## config.mk

```make
export PLATFORM = sky130hd
export DESIGN_NAME = gregorian_date_calculator_core
export DESIGN_NICKNAME = d
export VERILOG_FILES = /design/src/rtl/core/gdc_pkg.sv /design/src/rtl/core/gdc_date_info.sv /design/src/rtl/core/gdc_result.sv /design/src/rtl/core/gregorian_date_calculator_core.sv
export SDC_FILE = /design/constraint.sdc
export NUM_CORES = 2
export LEC_CHECK = 0
export ABC_AREA = 1
export ABC_CLOCK_PERIOD_IN_PS = 15200
export BUFFER_PORTS_ARGS = -buffer_cell sky130_fd_sc_hd__buf_2
export CAP_MARGIN = 20
export CORE_MARGIN = 1.5
export CORE_UTILIZATION = 42
export CTS_BUF_LIST = sky130_fd_sc_hd__clkbuf_8
export CTS_CLUSTER_SIZE = 16
export DETAILED_ROUTE_END_ITERATION = 6
export GPL_TIMING_DRIVEN = 0
export HOLD_SLACK_MARGIN = 0.08
export SYNTH_ARGS = -nofsm -noshare
export SYNTH_HDL_FRONTEND = slang
export SYNTH_SLANG_ARGS = --single-unit
```

## constraint.sdc

```tcl
create_clock -name clk -period 15.2 [get_ports clk]
set_input_delay 2.28 -clock clk [delete_from_list [all_inputs] [get_ports clk]]
set_output_delay 2.28 -clock clk [all_outputs]
set_load 0.02 [all_outputs]
```

## src/rtl/core/gdc_pkg.sv

```systemverilog
// gdc_pkg: request, response and internal record types for the date calculator,
// plus calendar helper functions (leap rule, month tables, constant divides).
// No dependencies.
package gdc_pkg;

	localparam logic [2:0] KIND_NEXT     = 3'd0;
	localparam logic [2:0] KIND_PREV     = 3'd1;
	localparam logic [2:0] KIND_WEEK     = 3'd2;
	localparam logic [2:0] KIND_ANNIV    = 3'd3;
	localparam logic [2:0] KIND_DURATION = 3'd4;

	localparam logic [13:0] YEAR_MAX = 14'd9999;

	typedef struct packed {
		logic [2:0]  kind;
		logic [4:0]  day;
		logic [3:0]  month;
		logic [13:0] year;
		logic [4:0]  other_day;
		logic [3:0]  other_month;
		logic [13:0] other_year;
	} req_t;

	typedef struct packed {
		logic [4:0]  out_day;
		logic [3:0]  out_month;
		logic [13:0] out_year;
		logic [21:0] day_count;
		logic        error;
	} rsp_t;

	// per-date values derived from one day/month/year triple
	typedef struct packed {
		logic        leap;
		logic        valid;
		logic        md_ok_leap;
		logic        after_feb;
		logic [8:0]  base;
		logic [8:0]  ord;
		logic [4:0]  dim;
		logic [21:0] dn;
	} date_info_t;

	typedef struct packed {
		logic [2:0]  kind;
		logic [4:0]  day;
		logic [3:0]  month;
		logic [13:0] year;
		logic        leap_next;
		date_info_t  prim;
		date_info_t  oth;
	} stage_t;

	// floor(v / 100), exact for v up to 10000
	function automatic logic [6:0] div100(input logic [14:0] v);
		logic [27:0] prod;
		prod = {13'd0, v} * 28'd5243;
		return prod[25:19];
	endfunction

	function automatic logic is_leap(input logic [14:0] y);
		logic [6:0]  q;
		logic [14:0] hund;
		q = div100(y);
		hund = 15'(q) * 15'd100;
		return (y[1:0] == 2'b00) && ((y != hund) || (q[1:0] == 2'b00));
	endfunction

	function automatic logic [8:0] month_start(input logic [3:0] m);
		logic [8:0] s;
		case (m)
			4'd1:    s = 9'd0;
			4'd2:    s = 9'd31;
			4'd3:    s = 9'd59;
			4'd4:    s = 9'd90;
			4'd5:    s = 9'd120;
			4'd6:    s = 9'd151;
			4'd7:    s = 9'd181;
			4'd8:    s = 9'd212;
			4'd9:    s = 9'd243;
			4'd10:   s = 9'd273;
			4'd11:   s = 9'd304;
			4'd12:   s = 9'd334;
			default: s = 9'd0;
		endcase
		return s;
	endfunction

	// zero for a month code outside 1..12
	function automatic logic [4:0] month_len(input logic [3:0] m, input logic leap);
		logic [4:0] n;
		case (m)
			4'd2:                      n = leap ? 5'd29 : 5'd28;
			4'd4, 4'd6, 4'd9, 4'd11:   n = 5'd30;
			4'd1, 4'd3, 4'd5, 4'd7,
			4'd8, 4'd10, 4'd12:        n = 5'd31;
			default:                   n = 5'd0;
		endcase
		return n;
	endfunction

endpackage

```

## src/rtl/core/gdc_date_info.sv

```systemverilog
// gdc_date_info: validity, leap flag, ordinal and day number of one date.
// Depends on gdc_pkg.
module gdc_date_info import gdc_pkg::*; (
	input  logic [4:0]  day,
	input  logic [3:0]  month,
	input  logic [13:0] year,
	output date_info_t  info
);

	logic [13:0] prev_year;
	logic [6:0]  cent;
	logic [4:0]  dim_leap;

	always_comb begin
		info.leap       = is_leap({1'b0, year});
		info.dim        = month_len(month, info.leap);
		dim_leap        = month_len(month, 1'b1);
		info.valid      = (year != 14'd0) && (year <= YEAR_MAX) && (day != 5'd0)
		                  && (day <= info.dim);
		info.md_ok_leap = (day != 5'd0) && (day <= dim_leap);
		info.after_feb  = (month > 4'd2);
		info.base       = month_start(month) + 9'(day);
		info.ord        = info.base + 9'(info.leap && info.after_feb);

		// days since year 1 day 1: 365p + p/4 - p/100 + p/400 + ord - 1
		prev_year = year - 14'd1;
		cent      = div100({1'b0, prev_year});
		info.dn   = 22'(prev_year) * 22'd365 + 22'(prev_year[13:2]) - 22'(cent)
		            + 22'(cent[6:2]) + 22'(info.ord) - 22'd1;
	end

endmodule

```

## src/rtl/core/gdc_result.sv

```systemverilog
// gdc_result: picks the answer for the request kind from the derived date values.
// Depends on gdc_pkg.
module gdc_result import gdc_pkg::*; (
	input  stage_t st,
	output rsp_t   rsp
);

	logic        err;
	logic [4:0]  rd;
	logic [3:0]  rm;
	logic [13:0] ry;
	logic [21:0] cnt;
	logic [20:0] wk_prod;
	logic [9:0]  ann;
	logic [9:0]  ylen;
	logic [9:0]  wrap_cnt;

	always_comb begin
		err = !st.prim.valid;
		rd  = st.day;
		rm  = st.month;
		ry  = st.year;
		cnt = '0;

		// ordinal / 7 by reciprocal, exact for ordinals up to 366
		wk_prod  = 21'(st.prim.ord) * 21'd2341;
		ann      = 10'(st.oth.base) + 10'(st.prim.leap && st.oth.after_feb);
		ylen     = st.prim.leap ? 10'd366 : 10'd365;
		wrap_cnt = ylen - 10'(st.prim.ord) + 10'(st.oth.base)
		           + 10'(st.leap_next && st.oth.after_feb);

		case (st.kind)
			KIND_NEXT: begin
				if (st.day < st.prim.dim) begin
					rd = st.day + 5'd1;
				end else if (st.month < 4'd12) begin
					rd = 5'd1;
					rm = st.month + 4'd1;
				end else if (st.year < YEAR_MAX) begin
					rd = 5'd1;
					rm = 4'd1;
					ry = st.year + 14'd1;
				end else begin
					err = 1'b1;
				end
			end
			KIND_PREV: begin
				if (st.day > 5'd1) begin
					rd = st.day - 5'd1;
				end else if (st.month > 4'd1) begin
					rm = st.month - 4'd1;
					rd = month_len(st.month - 4'd1, st.prim.leap);
				end else if (st.year > 14'd1) begin
					rd = 5'd31;
					rm = 4'd12;
					ry = st.year - 14'd1;
				end else begin
					err = 1'b1;
				end
			end
			KIND_WEEK: begin
				rd  = '0;
				rm  = '0;
				ry  = '0;
				cnt = 22'(wk_prod[20:14]) + 22'd1;
			end
			KIND_ANNIV: begin
				rd = '0;
				rm = '0;
				ry = '0;
				if (!st.oth.md_ok_leap) begin
					err = 1'b1;
				end else if (ann >= 10'(st.prim.ord)) begin
					cnt = 22'(ann - 10'(st.prim.ord));
				end else begin
					cnt = 22'(wrap_cnt);
				end
			end
			KIND_DURATION: begin
				rd = '0;
				rm = '0;
				ry = '0;
				if (!st.oth.valid) begin
					err = 1'b1;
				end else if (st.prim.dn > st.oth.dn) begin
					cnt = st.prim.dn - st.oth.dn;
				end else begin
					cnt = st.oth.dn - st.prim.dn;
				end
			end
			default: begin
				err = 1'b1;
			end
		endcase

		if (err) begin
			rsp = '0;
			rsp.error = 1'b1;
		end else begin
			rsp.out_day   = rd;
			rsp.out_month = rm;
			rsp.out_year  = ry;
			rsp.day_count = cnt;
			rsp.error     = 1'b0;
		end
	end

endmodule

```

## src/rtl/core/gregorian_date_calculator_core.sv

```systemverilog
// channel | signals                  | direction | accepted when
// req     | req_valid, req_ready, req | in        | req_valid && req_ready
// rsp     | rsp_valid, rsp_ready, rsp | out       | rsp_valid && rsp_ready
//
// one request per cycle while rsp_ready is high; rsp_valid marks the result register
// stages: input register, derived date values register, result register
// each stage advances when the one after it is empty or moving, so bubbles fill in
// while a result waits on rsp_ready
// arst_n clears all valid flags; payload registers are not reset
// Top level of the Gregorian date calculator. Depends on gdc_pkg, gdc_date_info,
// gdc_result.
module gregorian_date_calculator_core import gdc_pkg::*; (
	input  logic clk,
	input  logic arst_n,
	input  logic req_valid,
	output logic req_ready,
	input  req_t req,
	output logic rsp_valid,
	input  logic rsp_ready,
	output rsp_t rsp
);

	req_t       req_s1;
	logic       v_s1;
	stage_t     st_s2;
	logic       v_s2;
	rsp_t       rsp_q;
	logic       rsp_valid_q;

	logic       ready_out;
	logic       ready_s2;
	logic       ready_s1;
	date_info_t prim_info;
	date_info_t oth_info;
	stage_t     st_next;
	rsp_t       rsp_next;

	assign ready_out = !rsp_valid_q || rsp_ready;
	assign ready_s2  = !v_s2 || ready_out;
	assign ready_s1  = !v_s1 || ready_s2;
	assign req_ready = ready_s1;

	gdc_date_info u_prim (
		.day   (req_s1.day),
		.month (req_s1.month),
		.year  (req_s1.year),
		.info  (prim_info)
	);

	gdc_date_info u_oth (
		.day   (req_s1.other_day),
		.month (req_s1.other_month),
		.year  (req_s1.other_year),
		.info  (oth_info)
	);

	always_comb begin
		st_next.kind      = req_s1.kind;
		st_next.day       = req_s1.day;
		st_next.month     = req_s1.month;
		st_next.year      = req_s1.year;
		// year 9999 rolls to 10000, a leap year, for the anniversary count
		st_next.leap_next = is_leap({1'b0, req_s1.year} + 15'd1);
		st_next.prim      = prim_info;
		st_next.oth       = oth_info;
	end

	gdc_result u_result (
		.st  (st_s2),
		.rsp (rsp_next)
	);

	always_ff @(posedge clk or negedge arst_n) begin
		if (!arst_n) begin
			v_s1        <= 1'b0;
			v_s2        <= 1'b0;
			rsp_valid_q <= 1'b0;
		end else begin
			if (ready_s1) begin
				v_s1 <= req_valid;
			end
			if (ready_s2) begin
				v_s2 <= v_s1;
			end
			if (ready_out) begin
				rsp_valid_q <= v_s2;
			end
		end
	end

	always_ff @(posedge clk) begin
		if (ready_s1 && req_valid) begin
			req_s1 <= req;
		end
		if (ready_s2 && v_s1) begin
			st_s2 <= st_next;
		end
		if (ready_out && v_s2) begin
			rsp_q <= rsp_next;
		end
	end

	assign rsp_valid = rsp_valid_q;
	assign rsp       = rsp_q;

endmodule

```

# Yosys cells after proc, flatten, opt, wreduce, memory -nomap -nowiden
# Memory sizes are Yosys's and may differ from the RTL's. A register that Yosys moved wholly into a read port is not among the register bits.
# Index checks and enable logic that the tools add are counted.
dict set report word_totals {
  inputBits 53
  wordCells 224
  register_bits 197
  romBits 368
  mem_count 3
}
# name words word_bits read_ports rd_ports_with_merged_regs write_ports line
set mem_list {}
lappend mem_list {{(name not given)} 16 9 1 1 0 gdc_pkg.sv:71} ;# case (m)
lappend mem_list {{(name not given)} 16 9 1 1 0 gdc_pkg.sv:71}
lappend mem_list {{(name not given)} 16 5 1 1 0 gdc_pkg.sv:92} ;# case (m)
dict set report classes {
  add_sub_neg 31
  muxes 46
  n_reduce_logical 45
  mul 11
  eq_ne 43
  n_lt_le_gt_ge 15
}
# cell n
set op_table {}
lappend op_table {{14-bit by 13-bit multiplier with 26-bit output (second input constant)} 4}
lappend op_table {{22-bit two-way mux} 4}
lappend op_table {{14-bit two-way mux} 6}
lappend op_table {{22-bit case mux with 3 select lines} 1}
lappend op_table {{4-bit == test (second input constant)} 15}
lappend op_table {{5-bit case mux with 3 select lines} 4}
lappend op_table {{4-bit by 3-bit == test with 1-bit output (second input constant)} 12}
lappend op_table {{22-bit by 12-bit adder with 22-bit output} 2}
lappend op_table {{22-bit by 5-bit adder with 22-bit output} 2}
lappend op_table {{22-bit by 9-bit adder with 22-bit output} 2}
lappend op_table {{14-bit by 9-bit multiplier with 22-bit output (second input constant)} 2}
lappend op_table {{22-bit by 1-bit subtractor with 22-bit output (second input constant)} 2}
lappend op_table {{22-bit subtractor} 2}
lappend op_table {{22-bit by 7-bit subtractor with 22-bit output} 2}
lappend op_table {{14-bit case mux with 3 select lines} 1}
lappend op_table {{14-bit by 1-bit subtractor with 14-bit output (second input constant)} 3}
lappend op_table {{7-bit by 5-bit multiplier with 12-bit output (second input constant)} 3}
lappend op_table {{4-bit two-way mux} 9}
lappend op_table {{5-bit two-way mux} 6}
lappend op_table {{14-bit <= comparator (second input constant)} 2}
lappend op_table {{14-bit != test} 2}
lappend op_table {{14-bit nonzero test} 2}
lappend op_table {{15-bit by 13-bit multiplier with 26-bit output (second input constant)} 1}
lappend op_table {{4-bit by 2-bit == test with 1-bit output (second input constant)} 6}
lappend op_table {{other kinds (43)} 96}

# Logic depth before layout (Yosys ltp)
dict set report depth {
  ltp_word 9
  ltp_mapped 71
}

# By module
# From an unflattened synthesis, not the netlist that was laid out.
dict set report hier_totals {
  cells_unflattened 5415
  hier_area_um2 45882.8
}
# module cells_per_inst seq_area_each_um2 area_per_inst_um2 instances
set by_module_without_submodules {}
lappend by_module_without_submodules {{gdc_date_info (u_oth)} 1566 0.0 13072.5 1}
lappend by_module_without_submodules {{gdc_date_info (u_prim)} 1517 0.0 12918.6 1}
lappend by_module_without_submodules {gregorian_date_calculator_core 884 6681.4 11667.4 1}
lappend by_module_without_submodules {gdc_result 1448 0.0 8224.1 1}

# Least setup slack after synthesis
# No wires, ideal clock.
dict set report synth_timing {
  path_kind {register to register}
  startpoint {register req_s1[34] (netlist bit)}
  endpoint {register st_s2[68] (netlist bit) (data pin)}
  path_stages_with_launch 68
  period_less_slack_ns 11.975
  setup_time_ns 0.260
  t_required_ns 14.940
  slack_ns 3.225
  arrival_ns 11.715
  path_cell_list {edfxtp_1 fa_1 ha_1 inv_1 fa_1 inv_1 fa_1 inv_1 fa_1 inv_1 ha_1 nand2_1 inv_1 nand2_1 nor2_1 nand2_1 nor2_1 nand2_1 (+32 left out) fa_1 ha_1 inv_1 fa_1 inv_1 fa_1 inv_1 fa_1 inv_1 ha_1 nand2_1 o21ai_0 a21oi_1 o21ai_0 nand3_1 a21oi_1 nor2_1 xor2_1}
}
# item line
set synth_rtl {}
lappend synth_rtl {{from (decl)} gregorian_date_calculator_core.sv:23} ;# req_t req_s1;
lappend synth_rtl {{from (signal assigned)} gregorian_date_calculator_core.sv:93} ;# req_s1 <= req;
lappend synth_rtl {{to (signal assigned)} gregorian_date_calculator_core.sv:96} ;# st_s2 <= st_next;
lappend synth_rtl {{to (decl)} gregorian_date_calculator_core.sv:25} ;# stage_t st_s2;

==> PnR_summary.wiki <==
{| class="wikitable"
! Metric !! Value
|-
| Clk Latency, worst-skew pair || 0.67 ns
|-
| Number of placement rows || 118
|-
| CP peak stage delay || 0.86 ns
|-
| Count of maximum capacitance violations || 0
|-
| Seq cells post-synth || 216
|-
| Top area cells in the synthesized netlist || sky130_fd_sc_hd__ha_1, sky130_fd_sc_hd__fa_1, sky130_fd_sc_hd__edfxtp_1, sky130_fd_sc_hd__inv_1, sky130_fd_sc_hd__nand2_1
|-
| DP HPWL || 92000 um
|-
| Final ANT Viol Nets || 0
|-
| Ratio of final minimum period to clock period || 0.922
|-
| DIE WIDTH || 325 um
|-
| Post-synth EDFFs || 192
|-
| Type of the worst setup path || register to register
|-
| Sink count of the clock tree || 216
|-
| Wire length per cell after detailed routing || 16.1 um
|-
| Boundary pin count || 101
|-
| Area fraction of the dominant cell type after synthesis || 0.259
|-
| Worst path setup slack after routing || 1.19 ns
|-
| Post-synthesis net count || 6565
|-
| Count of pins over their slew limit || 0
|-
| Count of input and output buffers || 100
|-
| Largest area contributor in the netlist || sky130_fd_sc_hd__ha_1
|-
| Mean instance size in the synthesized netlist || 8.56 sq um
|-
| Outcome || finished clean
|-
| Relative max-transition margin || 0.169
|-
| Via count || 33100
|-
| Worst setup SP type || register
|-
| Critical register-to-register path startpoint || req_s1[27]
|-
| Critical-path maximum fanout || 11
|-
| Unrepaired setup endpoints after global routing || false
|-
| Final worst path period need || 14.01 ns
|-
| TritonCTS clock tree || yes
|-
| Final hold slack || 0.437 ns
|-
| Die height || 325 um
|-
| Master cell of the clock root buffer || sky130_fd_sc_hd__clkbuf_8
|-
| Part of the Yosys area used for sequential elements || 0.143
|-
| Synth Flop Type || sky130_fd_sc_hd__edfxtp_1
|-
| Layout overhead on the synthesized area || 7.75%
|-
| # setup viols final || 0
|-
| Type of the worst min-delay path || register to register
|-
| Worst setup path start || req_s1[27]
|-
| Post-detailed-routing wire length || 108000 um
|-
| First-pass GRT wire length || 176000 um
|-
| Synthesized area || 43700 sq um
|-
| Worst hold path endpoint || st_s2[123]
|-
| Most repeated library cell on the critical path || sky130_fd_sc_hd__nand2_1
|-
| Number of global-route vias before repair || 33500
|-
| CTS Buf Count || 44
|-
| Iter 0 DRT Violations || 1712
|-
| Max clock buf depth || 3
|-
| Iteration count of the initial detailed-routing pass || 6
|-
| Area inside the core boundary || 103000 sq um
|-
| Async SR Flop Fraction || 0.0139
|-
| Net count, final || 6733
|-
| Transition at the pin with the smallest max-transition slack || 1.24 ns
|-
| Average vias per placed instance || 4.95
|-
| Startpoint of the most critical hold path || req_s1[47]
|-
| Fraction of final layout cells sized beyond drive strength 1 || 0.0483
|-
| Number of hold violations in the final report || 0
|-
| Worst EP arrival || 14.41 ns
|-
| Clock transition at the registers of the reported paths || 0.06 ns
|-
| Number of cells traversed by the worst register-to-register path || 66
|-
| Maximum number of pins on one net before global-route repair || 67
|-
| Flop2flop setup slack || 1.19 ns
|-
| Total GRT Usage || 0.207
|-
| Number of distinct standard cells referenced by the synthesized netlist || 63
|-
| Kind of capture point of the worst setup path || register
|-
| Top achievable clock speed || 71.4 MHz
|-
| Top cell family by delay on the critical path || adder cells
|-
| Initial Utilization || 0.423
|-
| Pre-CTS worst setup slack || 1.12 ns
|-
| Synth Instances || 5102
|-
| Total number of H-tree levels || 2
|-
| Die area || 106000 sq um
|-
| Largest clock skew in the final design || 0.0361 ns
|-
| Endpoint of the most critical register-to-register path || st_s2[69]
|-
| Post-route DRC violation count || 0
|-
| Antenna violations before repair || 7
|-
| Grt total ovfl || 0
|-
| Count of buffering cells on the critical path with inverters included || 10
|-
| Global placer's final weighted congestion || 0.924
|-
| Critical Path Slowest Stage Cell || sky130_fd_sc_hd__edfxtp_1
|-
| Sum of negative setup slack || 0 ns
|-
| Filler Cells Inserted || 10300
|-
| Instance count along the most critical hold path || 0
|-
| Number of warning messages in the yosys log || 0
|-
| Data required time at the worst endpoint || 15.59 ns
|}
worst max-delay path by stage:
| stage | cells past startpoint | slack (ns) | end |
|---|---|---|---|
| final | 66 | 1.19 | st_s2[69] |
| after global routing | 69 | 0.002 | st_s2[68] |
| after CTS | 68 | 1.04 | st_s2[68] |
| after detailed placement | 68 | 1.12 | st_s2[68] |
| after global placement | 68 | 1.19 | st_s2[68] |
| after floorplan | 67 | 3.23 | st_s2[68] |
kinds of logic (layout without fill, tap and decap cells):
family / after synthesis / in the layout / synth area share
compound gates: 604 / 604 / 0.0776
fa+ha+maj: 1410 / 1410 / 0.491
xor+xnor: 211 / 211 / 0.0423
other cells: 0 / 1 / 0
simple gates: 1349 / 1349 / 0.131
buf+inv: 1312 / 1515 / 0.115
flops: 216 / 216 / 0.143
Yosys cell counts, types with 16 or more instances:
cell and n:
sky130_fd_sc_hd__a21o_1 16, sky130_fd_sc_hd__a21oi_1 274, sky130_fd_sc_hd__a31oi_1 17, sky130_fd_sc_hd__dfxtp_1 21, sky130_fd_sc_hd__edfxtp_1 192, sky130_fd_sc_hd__fa_1 507
sky130_fd_sc_hd__ha_1 903, sky130_fd_sc_hd__inv_1 1270, sky130_fd_sc_hd__nand2_1 762, sky130_fd_sc_hd__nand3_1 192, sky130_fd_sc_hd__nand4_1 71, sky130_fd_sc_hd__nor2_1 233
sky130_fd_sc_hd__nor3_1 37, sky130_fd_sc_hd__o211ai_1 20, sky130_fd_sc_hd__o21ai_0 174, sky130_fd_sc_hd__o21bai_1 21, sky130_fd_sc_hd__xnor2_1 68, sky130_fd_sc_hd__xor2_1 143
layout make-up:
cell class | count | area, sq um | share of cell area
Clock buffer | 47 | 647 | 0.0137
Multi-Input combinational cell | 3574 | 32400 | 0.689
Antenna cell | 1 | 2.50 | 0.0000532
Timing Repair Buffer | 122 | 751 | 0.0160
Sequential cell | 216 | 6260 | 0.133
Tap cell | 1380 | 1730 | 0.0367
Inverter | 1278 | 4800 | 0.102
Clock inverter | 34 | 219 | 0.00465
Buffer | 34 | 205 | 0.00436
metrics by stage:
stage / util / area (sq um) / cells
4_1_cts: 0.454 / 46900 / 6671
2_1_floorplan: - / 43700 / 5102
6_report: 0.455 / 47100 / 6686
3_5_place_dp: 0.446 / 46100 / 6590
5_1_grt: 0.455 / 47100 / 6686
3_3_place_gp: 0.444 / 45900 / 6582
sequential cells by signal, indices dropped and copies added, names as in the netlist, named ones only:
| register | count |
|---|---|
| rsp | 46 |
| st_s2 | 97 |
| v_s1 | 1 |
| v_s2 | 1 |
| req_s1 | 49 |
| rsp_valid | 1 |
| u_oth.dim_leap | 3 |
per-layer routing:
layer  global-route usage  vias up  routed length (um)
met5                    0        -                  31
met4               0.0521        6                2610
li1                     -    16600                   -
met2                0.341      575               49200
met3               0.0218      134                4440
met1                0.290    15800               51200
repair_timing:
item | CTS | global route
endpoints found under the setup margin | 0 | 2
hold buffers | 0 | 0
setup buffers | 0 | 11
resized for setup | 0 | 0
cells in the final DEF (no fill, tap or decap), types with 9 or more instances in the layout:
cell and n:
sky130_fd_sc_hd__nand3b_1 10, sky130_fd_sc_hd__a211oi_1 9, sky130_fd_sc_hd__inv_1 1277, sky130_fd_sc_hd__o21ai_0 174, sky130_fd_sc_hd__nand2_1 762, sky130_fd_sc_hd__nor2_1 233
sky130_fd_sc_hd__a21oi_1 273, sky130_fd_sc_hd__o21ai_1 15, sky130_fd_sc_hd__clkbuf_1 11, sky130_fd_sc_hd__a21boi_0 11, sky130_fd_sc_hd__o21a_1 12, sky130_fd_sc_hd__nand3_1 192
sky130_fd_sc_hd__xnor2_1 68, sky130_fd_sc_hd__ha_1 903, sky130_fd_sc_hd__edfxtp_1 192, sky130_fd_sc_hd__o21bai_1 21, sky130_fd_sc_hd__nor4_1 10, sky130_fd_sc_hd__a31oi_1 17
sky130_fd_sc_hd__clkbuf_8 47, sky130_fd_sc_hd__buf_2 111, sky130_fd_sc_hd__buf_4 19, sky130_fd_sc_hd__a21o_1 16, sky130_fd_sc_hd__dfxtp_1 21, sky130_fd_sc_hd__xor2_1 140
sky130_fd_sc_hd__o211ai_1 20, sky130_fd_sc_hd__fa_1 507, sky130_fd_sc_hd__nand4_1 71, sky130_fd_sc_hd__nor3_1 37
Power is left out: the tool's default activity adds up to more than one toggle a clock period on the data nets, which glitch-free logic cannot reach.
